$ cat config.mk
export PLATFORM = sky130hd
export DESIGN_NAME = skyatl_ctrl
export DESIGN_NICKNAME = d
export VERILOG_FILES = /design/src/rtl/skyatl_pkg.sv /design/src/rtl/skyatl_ctrl.sv
export SDC_FILE = /design/constraint.sdc
export NUM_CORES = 1
export LEC_CHECK = 0
export BUFFER_PORTS_ARGS = -buffer_cell sky130_fd_sc_hd__buf_2
export CAP_MARGIN = 25
export CORE_AREA = 4 4 41 43
export CTS_BUF_LIST = sky130_fd_sc_hd__clkbuf_8 sky130_fd_sc_hd__clkbuf_16
export DETAILED_ROUTE_END_ITERATION = 7
export DIE_AREA = 0 0 45 47
export HOLD_SLACK_MARGIN = 0.06
export PLACE_DENSITY = 0.78
export SYNTH_ARGS = -nofsm -noshare
export SYNTH_HDL_FRONTEND = slang
export SYNTH_SLANG_ARGS = --single-unit
$ cat constraint.sdc
create_clock -name aclk -period 1.85 [get_ports aclk]
set_input_delay 0.0925 -clock aclk [delete_from_list [all_inputs] [get_ports aclk]]
set_output_delay 0.0925 -clock aclk [all_outputs]
set_load 0.05 [all_outputs]
$ cat src/rtl/skyatl_pkg.sv
// ============================================================================
// Skyline atlas allocator package
// Shared widths, command codes, controller states and the command and status
// bundles that join the controller to the datapath.
// ============================================================================
package skyatl_pkg;

    // Default geometry, handed down from the top level.
    localparam int NUM_ATLASES_DEF  = 2;
    localparam int ATLAS_WIDTH_DEF  = 256;
    localparam int ATLAS_HEIGHT_DEF = 256;

    // Field widths of one request and one response.
    localparam int CMD_W       = 2;
    localparam int ATLAS_SEL_W = 1;
    localparam int RECT_W      = 9;
    localparam int POS_W       = 8;
    localparam int REPORT_W    = 2;

    // Stream port widths.
    localparam int S_TDATA_W = 24;
    localparam int S_TUSER_W = CMD_W;
    localparam int M_TDATA_W = 24;
    localparam int M_TUSER_W = 1;

    // Request command codes; the fourth code is a no-operation.
    typedef enum logic [CMD_W-1:0] {
        CMD_ALLOC = 2'd0,
        CMD_CLEAR = 2'd1,
        CMD_DIRTY = 2'd2
    } cmd_code_t;

    // Controller states.
    typedef enum logic [3:0] {
        ST_INIT,
        ST_IDLE,
        ST_DECODE,
        ST_CLEAR,
        ST_SUF,
        ST_SUF_END,
        ST_PRE,
        ST_PRE_END,
        ST_DECIDE,
        ST_FILL,
        ST_RESP
    } ctrl_state_t;

    // Commands from the controller to the datapath.
    typedef struct packed {
        logic latch;
        logic clr_step;
        logic suf_start;
        logic suf_step;
        logic pre_start;
        logic pre_step;
        logic fill_start;
        logic fill_step;
        logic load_result;
    } ctrl_cmd_t;

    // Status from the datapath to the controller.
    typedef struct packed {
        logic [CMD_W-1:0] kind;
        logic             req_ok;
        logic             col_zero;
        logic             col_end;
        logic             fill_last;
        logic             clr_last;
        logic             fit;
        logic             out_free;
    } ctrl_status_t;

endpackage

$ cat src/rtl/skyatl_ctrl.sv
// ============================================================================
// Skyline atlas allocator controller
// Sequences the clearing sweep, the two skyline scans, the column fill and
// the response hand-off.
// ============================================================================
module skyatl_ctrl (
    input  logic                     aclk,
    input  logic                     aresetn,
    input  logic                     s_tvalid,
    output logic                     s_tready,
    input  skyatl_pkg::ctrl_status_t sts,
    output skyatl_pkg::ctrl_cmd_t    cmd
);

    skyatl_pkg::ctrl_state_t state_reg;
    skyatl_pkg::ctrl_state_t state_next;

    // State register; reset starts the clearing sweep of the height memory.
    always_ff @(posedge aclk) begin
        if (!aresetn) begin
            state_reg <= skyatl_pkg::ST_INIT;
        end else begin
            state_reg <= state_next;
        end
    end

    // Next state and datapath commands.
    always_comb begin
        state_next = state_reg;
        cmd        = '0;
        case (state_reg)
            skyatl_pkg::ST_INIT: begin
                cmd.clr_step = 1'b1;
                if (sts.clr_last) begin
                    state_next = skyatl_pkg::ST_IDLE;
                end
            end
            skyatl_pkg::ST_IDLE: begin
                if (s_tvalid) begin
                    cmd.latch  = 1'b1;
                    state_next = skyatl_pkg::ST_DECODE;
                end
            end
            skyatl_pkg::ST_DECODE: begin
                case (sts.kind)
                    skyatl_pkg::CMD_ALLOC: begin
                        if (sts.req_ok) begin
                            cmd.suf_start = 1'b1;
                            state_next    = skyatl_pkg::ST_SUF;
                        end else begin
                            state_next = skyatl_pkg::ST_RESP;
                        end
                    end
                    skyatl_pkg::CMD_CLEAR: begin
                        state_next = skyatl_pkg::ST_CLEAR;
                    end
                    default: begin
                        state_next = skyatl_pkg::ST_RESP;
                    end
                endcase
            end
            skyatl_pkg::ST_CLEAR: begin
                cmd.clr_step = 1'b1;
                if (sts.clr_last) begin
                    state_next = skyatl_pkg::ST_RESP;
                end
            end
            // Right-to-left scan building block suffix maxima.
            skyatl_pkg::ST_SUF: begin
                cmd.suf_step = 1'b1;
                if (sts.col_zero) begin
                    state_next = skyatl_pkg::ST_SUF_END;
                end
            end
            skyatl_pkg::ST_SUF_END: begin
                cmd.pre_start = 1'b1;
                state_next    = skyatl_pkg::ST_PRE;
            end
            // Left-to-right scan evaluating every window.
            skyatl_pkg::ST_PRE: begin
                cmd.pre_step = 1'b1;
                if (sts.col_end) begin
                    state_next = skyatl_pkg::ST_PRE_END;
                end
            end
            skyatl_pkg::ST_PRE_END: begin
                state_next = skyatl_pkg::ST_DECIDE;
            end
            skyatl_pkg::ST_DECIDE: begin
                if (sts.fit) begin
                    cmd.fill_start = 1'b1;
                    state_next     = skyatl_pkg::ST_FILL;
                end else begin
                    state_next = skyatl_pkg::ST_RESP;
                end
            end
            skyatl_pkg::ST_FILL: begin
                cmd.fill_step = 1'b1;
                if (sts.fill_last) begin
                    state_next = skyatl_pkg::ST_RESP;
                end
            end
            skyatl_pkg::ST_RESP: begin
                if (sts.out_free) begin
                    cmd.load_result = 1'b1;
                    state_next      = skyatl_pkg::ST_IDLE;
                end
            end
            default: begin
                state_next = skyatl_pkg::ST_INIT;
            end
        endcase
    end

    assign s_tready = (state_reg == skyatl_pkg::ST_IDLE);

endmodule

# Word level (Yosys, flattened, before mapping)

Index checks and enable logic that the tools add are counted.

Bits in registers: 4
Input port bits: 12
Logic and storage cells: 48

Equal/unequal tests: 18
Mux-type cells: 25
Reduce and logical (&&, ||, !) cells: 4

Operators by type and width:

| kind                                                                   | count |
|---|---|
| 4-bit one-hot mux with 11 select lines                                 | 1 |
| 4-bit 2-to-1 mux                                                       | 8 |
| 4-bit by 3-bit equality test with 1-bit output (second input constant) | 4 |
| 1-bit 2-to-1 mux                                                       | 14 |
| 2-bit inequality test (second input constant)                          | 7 |
| 4-bit equality test (second input constant)                            | 3 |
| 4-bit by 2-bit equality test with 1-bit output (second input constant) | 2 |
| 4-bit one-hot mux with 2 select lines                                  | 1 |
| 7-bit AND reduction                                                    | 1 |
| 4-bit by 1-bit equality test with 1-bit output (second input constant) | 1 |
| 4-bit logical NOT                                                      | 1 |
| 2-bit by 1-bit equality test with 1-bit output (second input constant) | 1 |
| 2-bit logical NOT                                                      | 1 |
| 2-bit 2-to-1 mux                                                       | 1 |
| 2-bit OR reduction                                                     | 1 |

# Longest topological paths before layout

Gate-level depths: netlist of the first run.

Depth after elaboration: 3
Mapped depth: 6
Depth with buffers taken out: 4

# Least setup slack after synthesis of the first run

OpenSTA, ideal clock, no wires.

Path type: flip-flop to output port
Start: register state_reg[1]
End: output cmd[1] in the netlist's numbering
Arrival: 2,304 ps
Required time: 1,757 ps
Setup slack: -547 ps
Cell stages (with the launch flop): 4
Buffers on the path: 2
Cell sequence: dfxtp_1 > buf_4 > buf_2 > nor4b_1

RTL lines:

| element                  | RTL line          | text |
|---|---|---|
| start: declaration       | skyatl_ctrl.sv:15 | `skyatl_pkg::ctrl_state_t state_reg;` |
| start signal: assignment | skyatl_ctrl.sv:21 | `state_reg <= skyatl_pkg::ST_INIT;` |
| start signal: assignment | skyatl_ctrl.sv:23 | `state_reg <= state_next;` |
| end: declaration         | skyatl_ctrl.sv:12 | `output skyatl_pkg::ctrl_cmd_t cmd` |

==> metrics.md, run 1 <==
| Metric | Value |
|---|---|
| Status | completed |
| Final worst clock skew | 0.000934 ns |
| Internal Pwr Total | 0.528 mW |
| Synth warn | 0 |
| Number of max-capacitance violations reported | 0 |
| DRC violations left | 0 |
| Pin count of the biggest net entering global routing | 15 |
| Flip-flop count of the largest register, all copies and words added | 4 |
| Clock-pin slew on the worst setup and hold paths | 0.03 ns |
| Data arrival time of the worst path | 1.57 ns |
| Maximum clock insertion buffer count | 2 |
| Wire length of the first global-routing pass | 2230 um |
| Final hold vios | 0 |
| Effective utilization at floorplan | 40.0% |
| Post-Synthesis Net Count | 77 |
| Iteration-0 DRC Markers | 6 |
| Pre-CTS WS | 0.165 ns |
| Power per standard cell area | 1540 nW/um2 |
| Number of global-route vias before repair | 577 |
| Actual transition at the worst max-transition pin | 0.531 ns |
| Number of placed I/O pins | 22 |
| Global placement routability congestion | 0.818 |
| Reg power frac | 17.6% |
| Net switching power figure | 0.552 mW |
| Quantity of hold-fixing buffers added after cts | 0 |
| TritonCTS Buffers | 3 |
| Post-synthesis sequential element count | 4 |
| Area delta synth->final | 34.9% |
| Worst setup path category | reg -> out |
| Final cycle utilization of the critical path | 89.7% |
| Combined global-route utilization of all metal layers | 14.0% |
| Ys async rst share | 0% |
| Crit-path max FO | 13 |
| Standard-cell rows | 13 |
| Average wire per cell in the routed design | 13.1 um |
| Multi-input combinational cell area | 410 um2 |
| Net total in the final layout | 100 |
| Mean instance size in the synthesized netlist | 8.01 um2 |
| Count of input and output buffers | 21 |
| Combinational group share of total power | 65.6% |
| Leakage | 0.332 nW |
| Setup repair after global routing missed its margin | false |
| Count of final setup violators | 0 |
| Overflow after GRT | 0 |
| Die width | 45 um |
| Estimated wirelength of the detail-placed design | 1040 um |
| Pre-Repair DR Iteration Count | 4 |
| Final min period | 1.66 ns |
| Relative max-transition margin | 64.6% |
| Cells after DPL | 98 |
| Register area | 81.3 um2 |
| Core Region | 1300 um2 |
| Most frequent standard cell in the layout excluding fill and tap cells | buf_2 |
| Maximum level of the CTS H-tree | 1 |
| Final setup slack of the worst path | 0.190 ns |
| Worst-Skew Late Latency | 0.22 ns |
| Worst hold slack | 0.182 ns |
| Clock power frac | 16.8% |
| Switching portion of total power | 51.1% |
| Post-detailed-routing wire length | 1320 um |
| Vertical die dimension | 47 um |
| Cell count after synthesis | 65 |
| Cell area after technology mapping | 520 um2 |
| Final Max Slew Viols | 0 |
| Sink Count | 4 |
| Post-CTS Setup Inserts | 0 |
| CTS root buf | clkbuf_8 |
| Type of destination of the critical path | output pin |
| ANT cells | 0 |
| Number of nets still failing antenna checks after routing | 0 |
| Die footprint | 2120 um2 |
| Unique masters post-synth | 35 |
| Setup tns final | 0 ns |
| Critical path required time | 1.76 ns |
| CTS tree | built |
| Commonest cells after routing, fill and taps aside | buf_2 (21), nand2_1 (5) |
| Most instantiated flip-flop cell in the synthesis netlist | dfxtp_1 |
| Count of placed standard cells in the final layout, fillers left out | 101 |
| Antenna violations before repair | 0 |
| Layout cells sized above 1 | 47.7% |
| Critical Path Start Type | flip-flop |
| Worst min path class | in -> reg |
| Maximum vdd drop | 0.637 mV |
| Fraction of the yosys area taken by sequential cells | 15.4% |
| Fill count | 132 |
| Number of vias per cell | 5.57 |
| Number of enable-type register cells in the synthesized netlist | 0 |
| Maximum operating frequency | 602 MHz |
| Number of vias after detailed routing | 563 |
-- power groups by stage --
stage,sequential [mW],combinational (mW),clock (mW)
floorplan,0.135,0.647,0
global placement,0.186,0.694,0
detailed placement,0.190,0.712,0
CTS,0.189,0.714,0.185
global route,0.197,0.760,0.193
finish,0.190,0.708,0.181
-- metal layers --
layer / share of wire, % / vias up / track usage [%]
li1: - / 277 / -
met1: 41 / 264 / 14.3
met2: 51 / 20 / 26.6
met3: 6.5 / 2 / 3.45
met4: 1.4 / 0 / 6.43
met5: 0 / - / 0
-- path summary, 6_finish.rpt --
check,startpoint,end,slack (ns),cells after the start
hold reg to reg,state_reg[3],state_reg[3],0.62,2
setup / recovery,state_reg[2],cmd[4],0.19,4
hold / removal,aresetn,state_reg[1],0.18,3
setup reg to reg,state_reg[2],state_reg[0],0.28,4
-- final cells by class --
cell class	count	area share [%]
repair buffers	25	19.3
well taps	15	2.67
inverters	4	2.14
flip-flops and latches	4	11.6
clock buffers	3	5.88
multi-input cells	50	58.5
-- cell families after synthesis --
family	after synthesis	synth area share (%)
simple gates	32	38.7
compound gates	14	26.4
buf+inv	11	12.0
flops	4	15.4
mux	3	5.77
xor+xnor	1	1.68
-- synth_stat cells (2+ instances only) --
master / n / area (um2)
o21ai_0: 2 / 10.0
nor3b_1: 2 / 15.0
buf_4: 3 / 22.5
nand2_1: 5 / 18.8
nor3_1: 7 / 35.0
nor2_1: 4 / 15.0
dfxtp_1: 4 / 80.1
a21oi_1: 3 / 15.0
mux2i_1: 3 / 30.0
nand2b_1: 2 / 12.5
buf_2: 2 / 10.0
inv_1: 4 / 15.0
nand3_1: 2 / 10.0
-- what timing repair did --
| action | CTS | global route |
|---|---|---|
| endpoints found under the hold margin | 0 | 0 |
| endpoints found under the setup margin | 0 | 1 |
| gates resized for setup | 0 | 1 |
-- worst max-delay path: stages (launching register included) --
cell     delay, ns
dfxtp_1       0.64
buf_4         0.25
nand2_1       0.08
nor3_2        0.10
buf_2         0.28
-- through the flow --
step | power, mW | cell area (um2) | util, %
after floorplan | 0.782 | 553 | -
after detailed placement | 0.902 | 659 | 50.7
after global placement | 0.880 | 659 | 50.7
after global routing | 1.15 | 702 | 53.9
after CTS | 1.09 | 701 | 53.8
final | 1.08 | 702 | 53.9
No activity file was read; power rests on OpenSTA's default activity.
==> run 2: changes to the inputs <==
--- a/config.mk
+++ b/config.mk
@@ -5,14 +5,15 @@
 export SDC_FILE = /design/constraint.sdc
 export NUM_CORES = 1
 export LEC_CHECK = 0
-export BUFFER_PORTS_ARGS = -buffer_cell sky130_fd_sc_hd__buf_2
 export CAP_MARGIN = 25
 export CORE_AREA = 4 4 41 43
 export CTS_BUF_LIST = sky130_fd_sc_hd__clkbuf_8 sky130_fd_sc_hd__clkbuf_16
 export DETAILED_ROUTE_END_ITERATION = 7
 export DIE_AREA = 0 0 45 47
+export DONT_BUFFER_PORTS = 1
 export HOLD_SLACK_MARGIN = 0.06
-export PLACE_DENSITY = 0.78
+export PLACE_DENSITY = 0.64
 export SYNTH_ARGS = -nofsm -noshare
 export SYNTH_HDL_FRONTEND = slang
 export SYNTH_SLANG_ARGS = --single-unit
+export TNS_END_PERCENT = 30
==> run 2 against run 1 <==
  * Clock power hardly changed
  * Via count is 8.0% lower
  * Global-route usage is 0.88 points higher
  * Combinational power is 0.8% higher
  * First-iteration DRC count is 130% higher
  * Clock skew hardly changed
  * Critical path depth stayed put
  * Maximum frequency is 0.38% higher
  * Utilization is 2.2 points lower
  * Sequential share of layout area is 0.31 points higher
  * Sequential power is 3% higher
==> metrics.md, run 2 (synthesized netlist as in run 1, its figures left out) <==
| Metric | Value |
|---|---|
| Number of vias after detailed routing | 518 (was 563) |
| Standard-cell rows | 13 (unchanged) |
| Overflow after GRT | 0 (unchanged) |
| Met2 usage | 24.3% (was 26.6%) |
| Final min period | 1.65 ns (was 1.66 ns) |
| Number of placed I/O pins | 22 (unchanged) |
| Maximum operating frequency | 605 MHz (was 602 MHz) |
| Clock power frac | 16.6% (was 16.8%) |
| Number of logic stages on the critical path including buffering | 4 (unchanged) |
| Vertical die dimension | 47 um (unchanged) |
| Final setup slack of the worst path | 0.197 ns (was 0.190 ns) |
| Sink Count | 4 (unchanged) |
| Launch instance of the worst register-to-register path | state_reg[1] (was state_reg[2]) |
| TritonCTS Buffers | 3 (unchanged) |
| Setup repair after global routing missed its margin | false (unchanged) |
| Worst min path class | in -> reg (unchanged) |
| ANT cells | 0 (unchanged) |
| Wire length of the first global-routing pass | 2240 um (was 2230 um) |
| Flip-flop count of the largest register, all copies and words added | 4 (unchanged) |
| Post-detailed-routing wire length | 1320 um (about the same) |
| Number of max-capacitance violations reported | 0 (unchanged) |
| Commonest cells after routing, fill and taps aside | buf_4 (13), nor3_1 (7), nand2_1 (5) (was buf_2 (21), nand2_1 (5)) |
| Crit path from | state_reg[3] (was state_reg[2]) |
| Estimated wirelength of the detail-placed design | 1010 um (was 1040 um) |
| Pre-Repair DR Iteration Count | 4 (unchanged) |
| Average wire per cell in the routed design | 14.5 um (was 13.1 um) |
| Data arrival time of the worst path | 1.56 ns (was 1.57 ns) |
| Internal Pwr Total | 0.554 mW (was 0.528 mW) |
| Global placement routability congestion | 0.799 (was 0.818) |
| Relative max-transition margin | 70.8% (was 64.6%) |
| Crit-path max FO | 11 (was 13) |
| Type of destination of the critical path | output pin (unchanged) |
| Final worst clock skew | 0.000975 ns (was 0.000934 ns) |
| Count of input and output buffers | 0 (was 21) |
| Fill count | 139 (was 132) |
| Maximum level of the CTS H-tree | 1 (unchanged) |
| Number of global-route vias before repair | 537 (was 577) |
| Cell depth of the worst flop-to-flop path | 5 (was 4) |
| Switching portion of total power | 49.1% (was 51.1%) |
| Reg power frac | 17.9% (was 17.6%) |
| Net total in the final layout | 90 (was 100) |
| Number of nets still failing antenna checks after routing | 0 (unchanged) |
| CTS tree | built (unchanged) |
| Stage delay of the slowest cell on the critical path | 0.40 ns (was 0.64 ns) |
| Area delta synth->final | 29.3% (was 34.9%) |
| Maximum vdd drop | 0.710 mV (was 0.637 mV) |
| Clock-pin slew on the worst setup and hold paths | 0.03 ns (about the same) |
| Actual transition at the worst max-transition pin | 0.437 ns (was 0.531 ns) |
| Iteration-0 DRC Markers | 14 (was 6) |
| Layer carrying the most global-route usage | met2 (unchanged) |
| Antenna violations before repair | 0 (unchanged) |
| Core Region | 1300 um2 (unchanged) |
| Met3 track demand over resource | 6.90% (was 3.45%) |
| Count of final setup violators | 0 (unchanged) |
| Layout cells sized above 1 | 32.9% (was 47.7%) |
| Worst-Skew Late Latency | 0.21 ns (was 0.22 ns) |
| Critical Path Start Type | flip-flop (unchanged) |
| Maximum clock insertion buffer count | 2 (unchanged) |
| Leakage | 0.281 nW (was 0.332 nW) |
| Combinational group share of total power | 65.5% (was 65.6%) |
| Power per standard cell area | 1620 nW/um2 (was 1540 nW/um2) |
| Endpoint of the most critical register-to-register path | state_reg[0] (unchanged) |
| Number of vias per cell | 5.69 (was 5.57) |
| Total power of the final layout | 1.09 mW (was 1.08 mW) |
| CP top delay family | simple AND/OR/NAND/NOR gates (was flip-flops) |
| Worst hold slack | 0.0662 ns (was 0.182 ns) |
| Final cycle utilization of the critical path | 89.4% (was 89.7%) |
| Post-cts gate resize count | 0 (unchanged) |
| Final hold vios | 0 (unchanged) |
| Cells along the critical path | buf_4 > nor4b_4 > and2_1 > buf_12 (was buf_4 > nand2_1 > nor3_2 > buf_2) |
| CTS root buf | clkbuf_8 (unchanged) |
| Critical path required time | 1.76 ns (about the same) |
| Worst Hold Depth | 2 (was 3) |
| DRC violations left | 0 (unchanged) |
| Worst setup path category | reg -> out (unchanged) |
| Combined global-route utilization of all metal layers | 14.8% (was 14.0%) |
| Most frequent standard cell in the layout excluding fill and tap cells | buf_4 (was buf_2) |
| Launch instance of the worst min-delay path | aresetn (unchanged) |
| Status | completed (unchanged) |
| Die width | 45 um (unchanged) |
| WP buf/inv | 2 (unchanged) |
| Final Max Slew Viols | 0 (unchanged) |
| Post-CTS Setup Inserts | 0 (unchanged) |
| Met1 usage in global routing | 16.1% (was 14.3%) |
| Hold Path End | state_reg[3] (was state_reg[1]) |
| Slowest library cell on the worst path | dfxtp_1 (unchanged) |
| Die footprint | 2120 um2 (unchanged) |
| Pin count of the biggest net entering global routing | 14 (was 15) |
| Net switching power figure | 0.535 mW (was 0.552 mW) |
| Worst R2R Setup Slack | 0.25 ns (was 0.28 ns) |
| Pre-CTS WS | 0.249 ns (was 0.165 ns) |
| Effective utilization at floorplan | 40.0% (unchanged) |
==> run 2: cell types whose count changed in the layout (fill, tap and decap cells not counted), moves of 4 or more <==
cell    before  now
buf_2       21    0
buf_4        4   13
nor3_1       3    7
nor3_2       4    0
==> run 2: worst max path at each step <==
stage,to,slack (ns)
2_1_floorplan,cmd[4],-0.16
3_3_place_gp,state_reg[1],0.34
3_5_place_dp,state_reg[0],0.25
4_1_cts,cmd[8],0.19
5_1_grt,state_reg[0],0.11
6_report,cmd[8],0.20
==> run 2: cell type report <==
type | count | area [um2] | area share [%]
Inverter | 4 | 15.0 | 2.23
Multi-Input combinational cell | 50 | 390 | 58.0
Clock buffer | 3 | 41.3 | 6.13
Tap cell | 15 | 18.8 | 2.79
Sequential cell | 4 | 80.1 | 11.9
Timing Repair Buffer | 15 | 128 | 19.0
==> run 2: per-stage QoR <==
step | std cells | cell area, um2 | TNS, ns | utilization [%]
after floorplan | 65 | 533 | -0.430 | -
after global placement | 87 | 622 | 0 | 47.8
after detailed placement | 87 | 622 | 0 | 47.8
after CTS | 91 | 673 | 0 | 51.7
after global routing | 91 | 673 | 0 | 51.7
final | 91 | 673 | 0 | 51.7
==> run 2: layer usage <==
layer  routed length (um)  share of wire (%)
met2                  599                 45
met1                  567                 43
met3                  112                8.5
met4                   38                2.9
met5                    0                  0
==> run 2: repair_timing <==
item,in CTS,in global routing
hold buffers,1,0
endpoints found under the setup margin,0,0
hold endpoints to repair,2,0
==> run 2: power by group through the flow <==
stage | sequential, mW | combinational [mW] | clock [mW]
floorplan | 0.135 | 0.636 | 0
global placement | 0.192 | 0.706 | 0
detailed placement | 0.198 | 0.715 | 0
CTS | 0.197 | 0.719 | 0.184
global route | 0.208 | 0.764 | 0.195
finish | 0.195 | 0.714 | 0.180
==> run 3: changes to the inputs <==
==> constraint.sdc (replaced) <==
create_clock -name aclk -period 1.85 [get_ports aclk]
set_input_delay 0.2775 -clock aclk [delete_from_list [all_inputs] [get_ports aclk]]
set_output_delay 0.2775 -clock aclk [all_outputs]
set_load 0.05 [all_outputs]
==> run 3 against run 2 <==
  * Worst hold slack gained 0.15 ns
  * Maximum frequency shrank 4.5%
  * Design area grew 0.56%
  * Combinational power grew 2.9%
  * Sequential cell count is the same
  * Utilization grew 0.29 points
  * Critical path type unchanged
==> metrics.md, run 3 (synthesized netlist as in run 1, its figures left out) <==
| Metric | Value |
|---|---|
| Maximum level of the CTS H-tree | 1 (unchanged) |
| ANT cells | 0 (unchanged) |
| Die width | 45 um (unchanged) |
| Vertical die dimension | 47 um (unchanged) |
| Number of vias per cell | 5.77 (was 5.69) |
| Met2 usage | 24.3% (unchanged) |
| Net total in the final layout | 90 (unchanged) |
| Count of final setup violators | 0 (unchanged) |
| Post-detailed-routing wire length | 1310 um (was 1320 um) |
| Leakage | 0.287 nW (was 0.281 nW) |
| Register area | 81.3 um2 (was 80.1 um2) |
| TritonCTS Buffers | 3 (unchanged) |
| Relative max-transition margin | 73.6% (was 70.8%) |
| Sink Count | 4 (unchanged) |
| Number of placed I/O pins | 22 (unchanged) |
| Launch instance of the worst register-to-register path | state_reg[2] (was state_reg[1]) |
| DRC violations left | 0 (unchanged) |
| Capturing instance or port of the critical path | cmd[8] (unchanged) |
| Area delta synth->final | 30.0% (was 29.3%) |
| Worst hold slack | 0.214 ns (was 0.0662 ns) |
| Setup repair after global routing missed its margin | false (unchanged) |
| Most frequent standard cell in the layout excluding fill and tap cells | buf_4 (unchanged) |
| Number of vias after detailed routing | 525 (was 518) |
| Crit path from | state_reg[0] (was state_reg[3]) |
| Pin count of the biggest net entering global routing | 15 (was 14) |
| Overflow after GRT | 0 (unchanged) |
| Final min period | 1.73 ns (was 1.65 ns) |
| Multi-input combinational cell area | 395 um2 (was 390 um2) |
| Number of global-route vias before repair | 503 (was 537) |
| Estimated wirelength of the detail-placed design | 984 um (was 1010 um) |
| Final worst clock skew | 0.00161 ns (was 0.000975 ns) |
| Combined global-route utilization of all metal layers | 14.4% (was 14.8%) |
| CTS tree | built (unchanged) |
| Global placement routability congestion | 0.817 (was 0.799) |
| Launch instance of the worst min-delay path | aresetn (unchanged) |
| Maximum vdd drop | 0.740 mV (was 0.710 mV) |
| Data arrival time of the worst path | 1.45 ns (was 1.56 ns) |
| Number of nets still failing antenna checks after routing | 0 (unchanged) |
| Core Region | 1300 um2 (unchanged) |
| Critical path required time | 1.57 ns (was 1.76 ns) |
| Commonest cells after routing, fill and taps aside | buf_4 (14), nor3_1 (6), nand2_1 (5), nor2_1 (4), inv_1 (4) (was buf_4 (13), nor3_1 (7), nand2_1 (5)) |
| Critical Path Start Type | flip-flop (unchanged) |
| Post-CTS Setup Inserts | 0 (unchanged) |
| Worst setup path category | reg -> out (unchanged) |
| Worst-Skew Late Latency | 0.22 ns (was 0.21 ns) |
| Layer carrying the most global-route usage | met2 (unchanged) |
| Met3 track demand over resource | 4.98% (was 6.90%) |
| Type of destination of the critical path | output pin (unchanged) |
| Actual transition at the worst max-transition pin | 0.386 ns (was 0.437 ns) |
| Final Max Slew Viols | 0 (unchanged) |
| Cell depth of the worst flop-to-flop path | 4 (was 5) |
| Flip-flop count of the largest register, all copies and words added | 4 (unchanged) |
| Die footprint | 2120 um2 (unchanged) |
| Power per standard cell area | 1630 nW/um2 (was 1620 nW/um2) |
| Wire length of the first global-routing pass | 2190 um (was 2240 um) |
| Maximum operating frequency | 578 MHz (was 605 MHz) |
| Fill count | 132 (was 139) |
| Status | completed (unchanged) |
| Number of max-capacitance violations reported | 0 (unchanged) |
| Standard-cell rows | 13 (unchanged) |
| Crit-path max FO | 10 (was 11) |
| Count of input and output buffers | 0 (unchanged) |
| Worst min path class | in -> reg (unchanged) |
| Endpoint of the most critical register-to-register path | state_reg[1] (was state_reg[0]) |
| Layout cells sized above 1 | 36.8% (was 32.9%) |
| Total power of the final layout | 1.11 mW (was 1.09 mW) |
| Effective utilization at floorplan | 40.0% (unchanged) |
| Quantity of hold-fixing buffers added after cts | 0 (was 1) |
| Final hold vios | 0 (unchanged) |
| CTS root buf | clkbuf_8 (unchanged) |
| Clock-pin slew on the worst setup and hold paths | 0.03 ns (about the same) |
| Pre-Repair DR Iteration Count | 4 (unchanged) |
| Final cycle utilization of the critical path | 93.6% (was 89.4%) |
| Antenna violations before repair | 0 (unchanged) |
| Average wire per cell in the routed design | 14.4 um (was 14.5 um) |
| Worst R2R Setup Slack | 0.36 ns (was 0.25 ns) |
| Iteration-0 DRC Markers | 10 (was 14) |
| Met1 usage in global routing | 15.5% (was 16.1%) |
| Maximum clock insertion buffer count | 2 (unchanged) |
| Post-cts gate resize count | 1 (was 0) |
## run 3: changes by cell type in the layout (fill, tap and decap cells not counted)
cell,change
dfxtp_2,+1
nor3_1,-1
buf_4,+1
dlygate4sd3_1,-1
nor3_2,+1
dfxtp_1,-1
## run 3: through the flow
step | setup TNS, ns | cells | area [um2] | util [%] | setup WS, ns
5_1_grt | 0 | 91 | 677 | 52.0 | 0.0178
4_1_cts | 0 | 91 | 677 | 52.0 | 0.0815
3_3_place_gp | 0 | 88 | 634 | 48.8 | 0.243
6_report | 0 | 91 | 677 | 52.0 | 0.119
3_5_place_dp | 0 | 88 | 634 | 48.8 | 0.208
2_1_floorplan | -1.32 | 65 | 538 | - | -0.341
## run 3: metal layers
metal	wire length, um	vias up
li1	-	262
met1	528	231
met2	629	26
met3	128	6
met4	27	0
met5	0	-
## run 3: worst max-delay path, cell delays in order (launching register included)
cell and delay (ns):
dfxtp_1 0.50, nor4b_4 0.36, and2_1 0.23, buf_12 0.14
## run 3: power by group
part | internal (mW) | leakage, nW | switching, mW
logic | 0.307 | 0.232 | 0.428
clock network | 0.139 | 0.0216 | 0.0446
registers | 0.118 | 0.0332 | 0.0709
total | 0.563 | 0.287 | 0.543
## run 3: area by class of cell
type	instances	share of cell area, %
clock buffer	3	6.10
inverter	4	2.22
multi-input combinational	50	58.4
sequential	4	12.0
tap	15	2.77
timing repair buffer	15	18.5
## run 3: worst min-delay path by stage
| stage | endpoint | slack, ns | depth (start not counted) |
|---|---|---|---|
| 3_5_place_dp | state_reg[0] | 0.44 | 2 |
| 4_1_cts | state_reg[0] | 0.21 | 2 |
| 5_1_grt | state_reg[0] | 0.24 | 2 |
| 6_report | state_reg[0] | 0.21 | 2 |
| 2_1_floorplan | state_reg[0] | 0.43 | 2 |
| 3_3_place_gp | state_reg[0] | 0.43 | 2 |
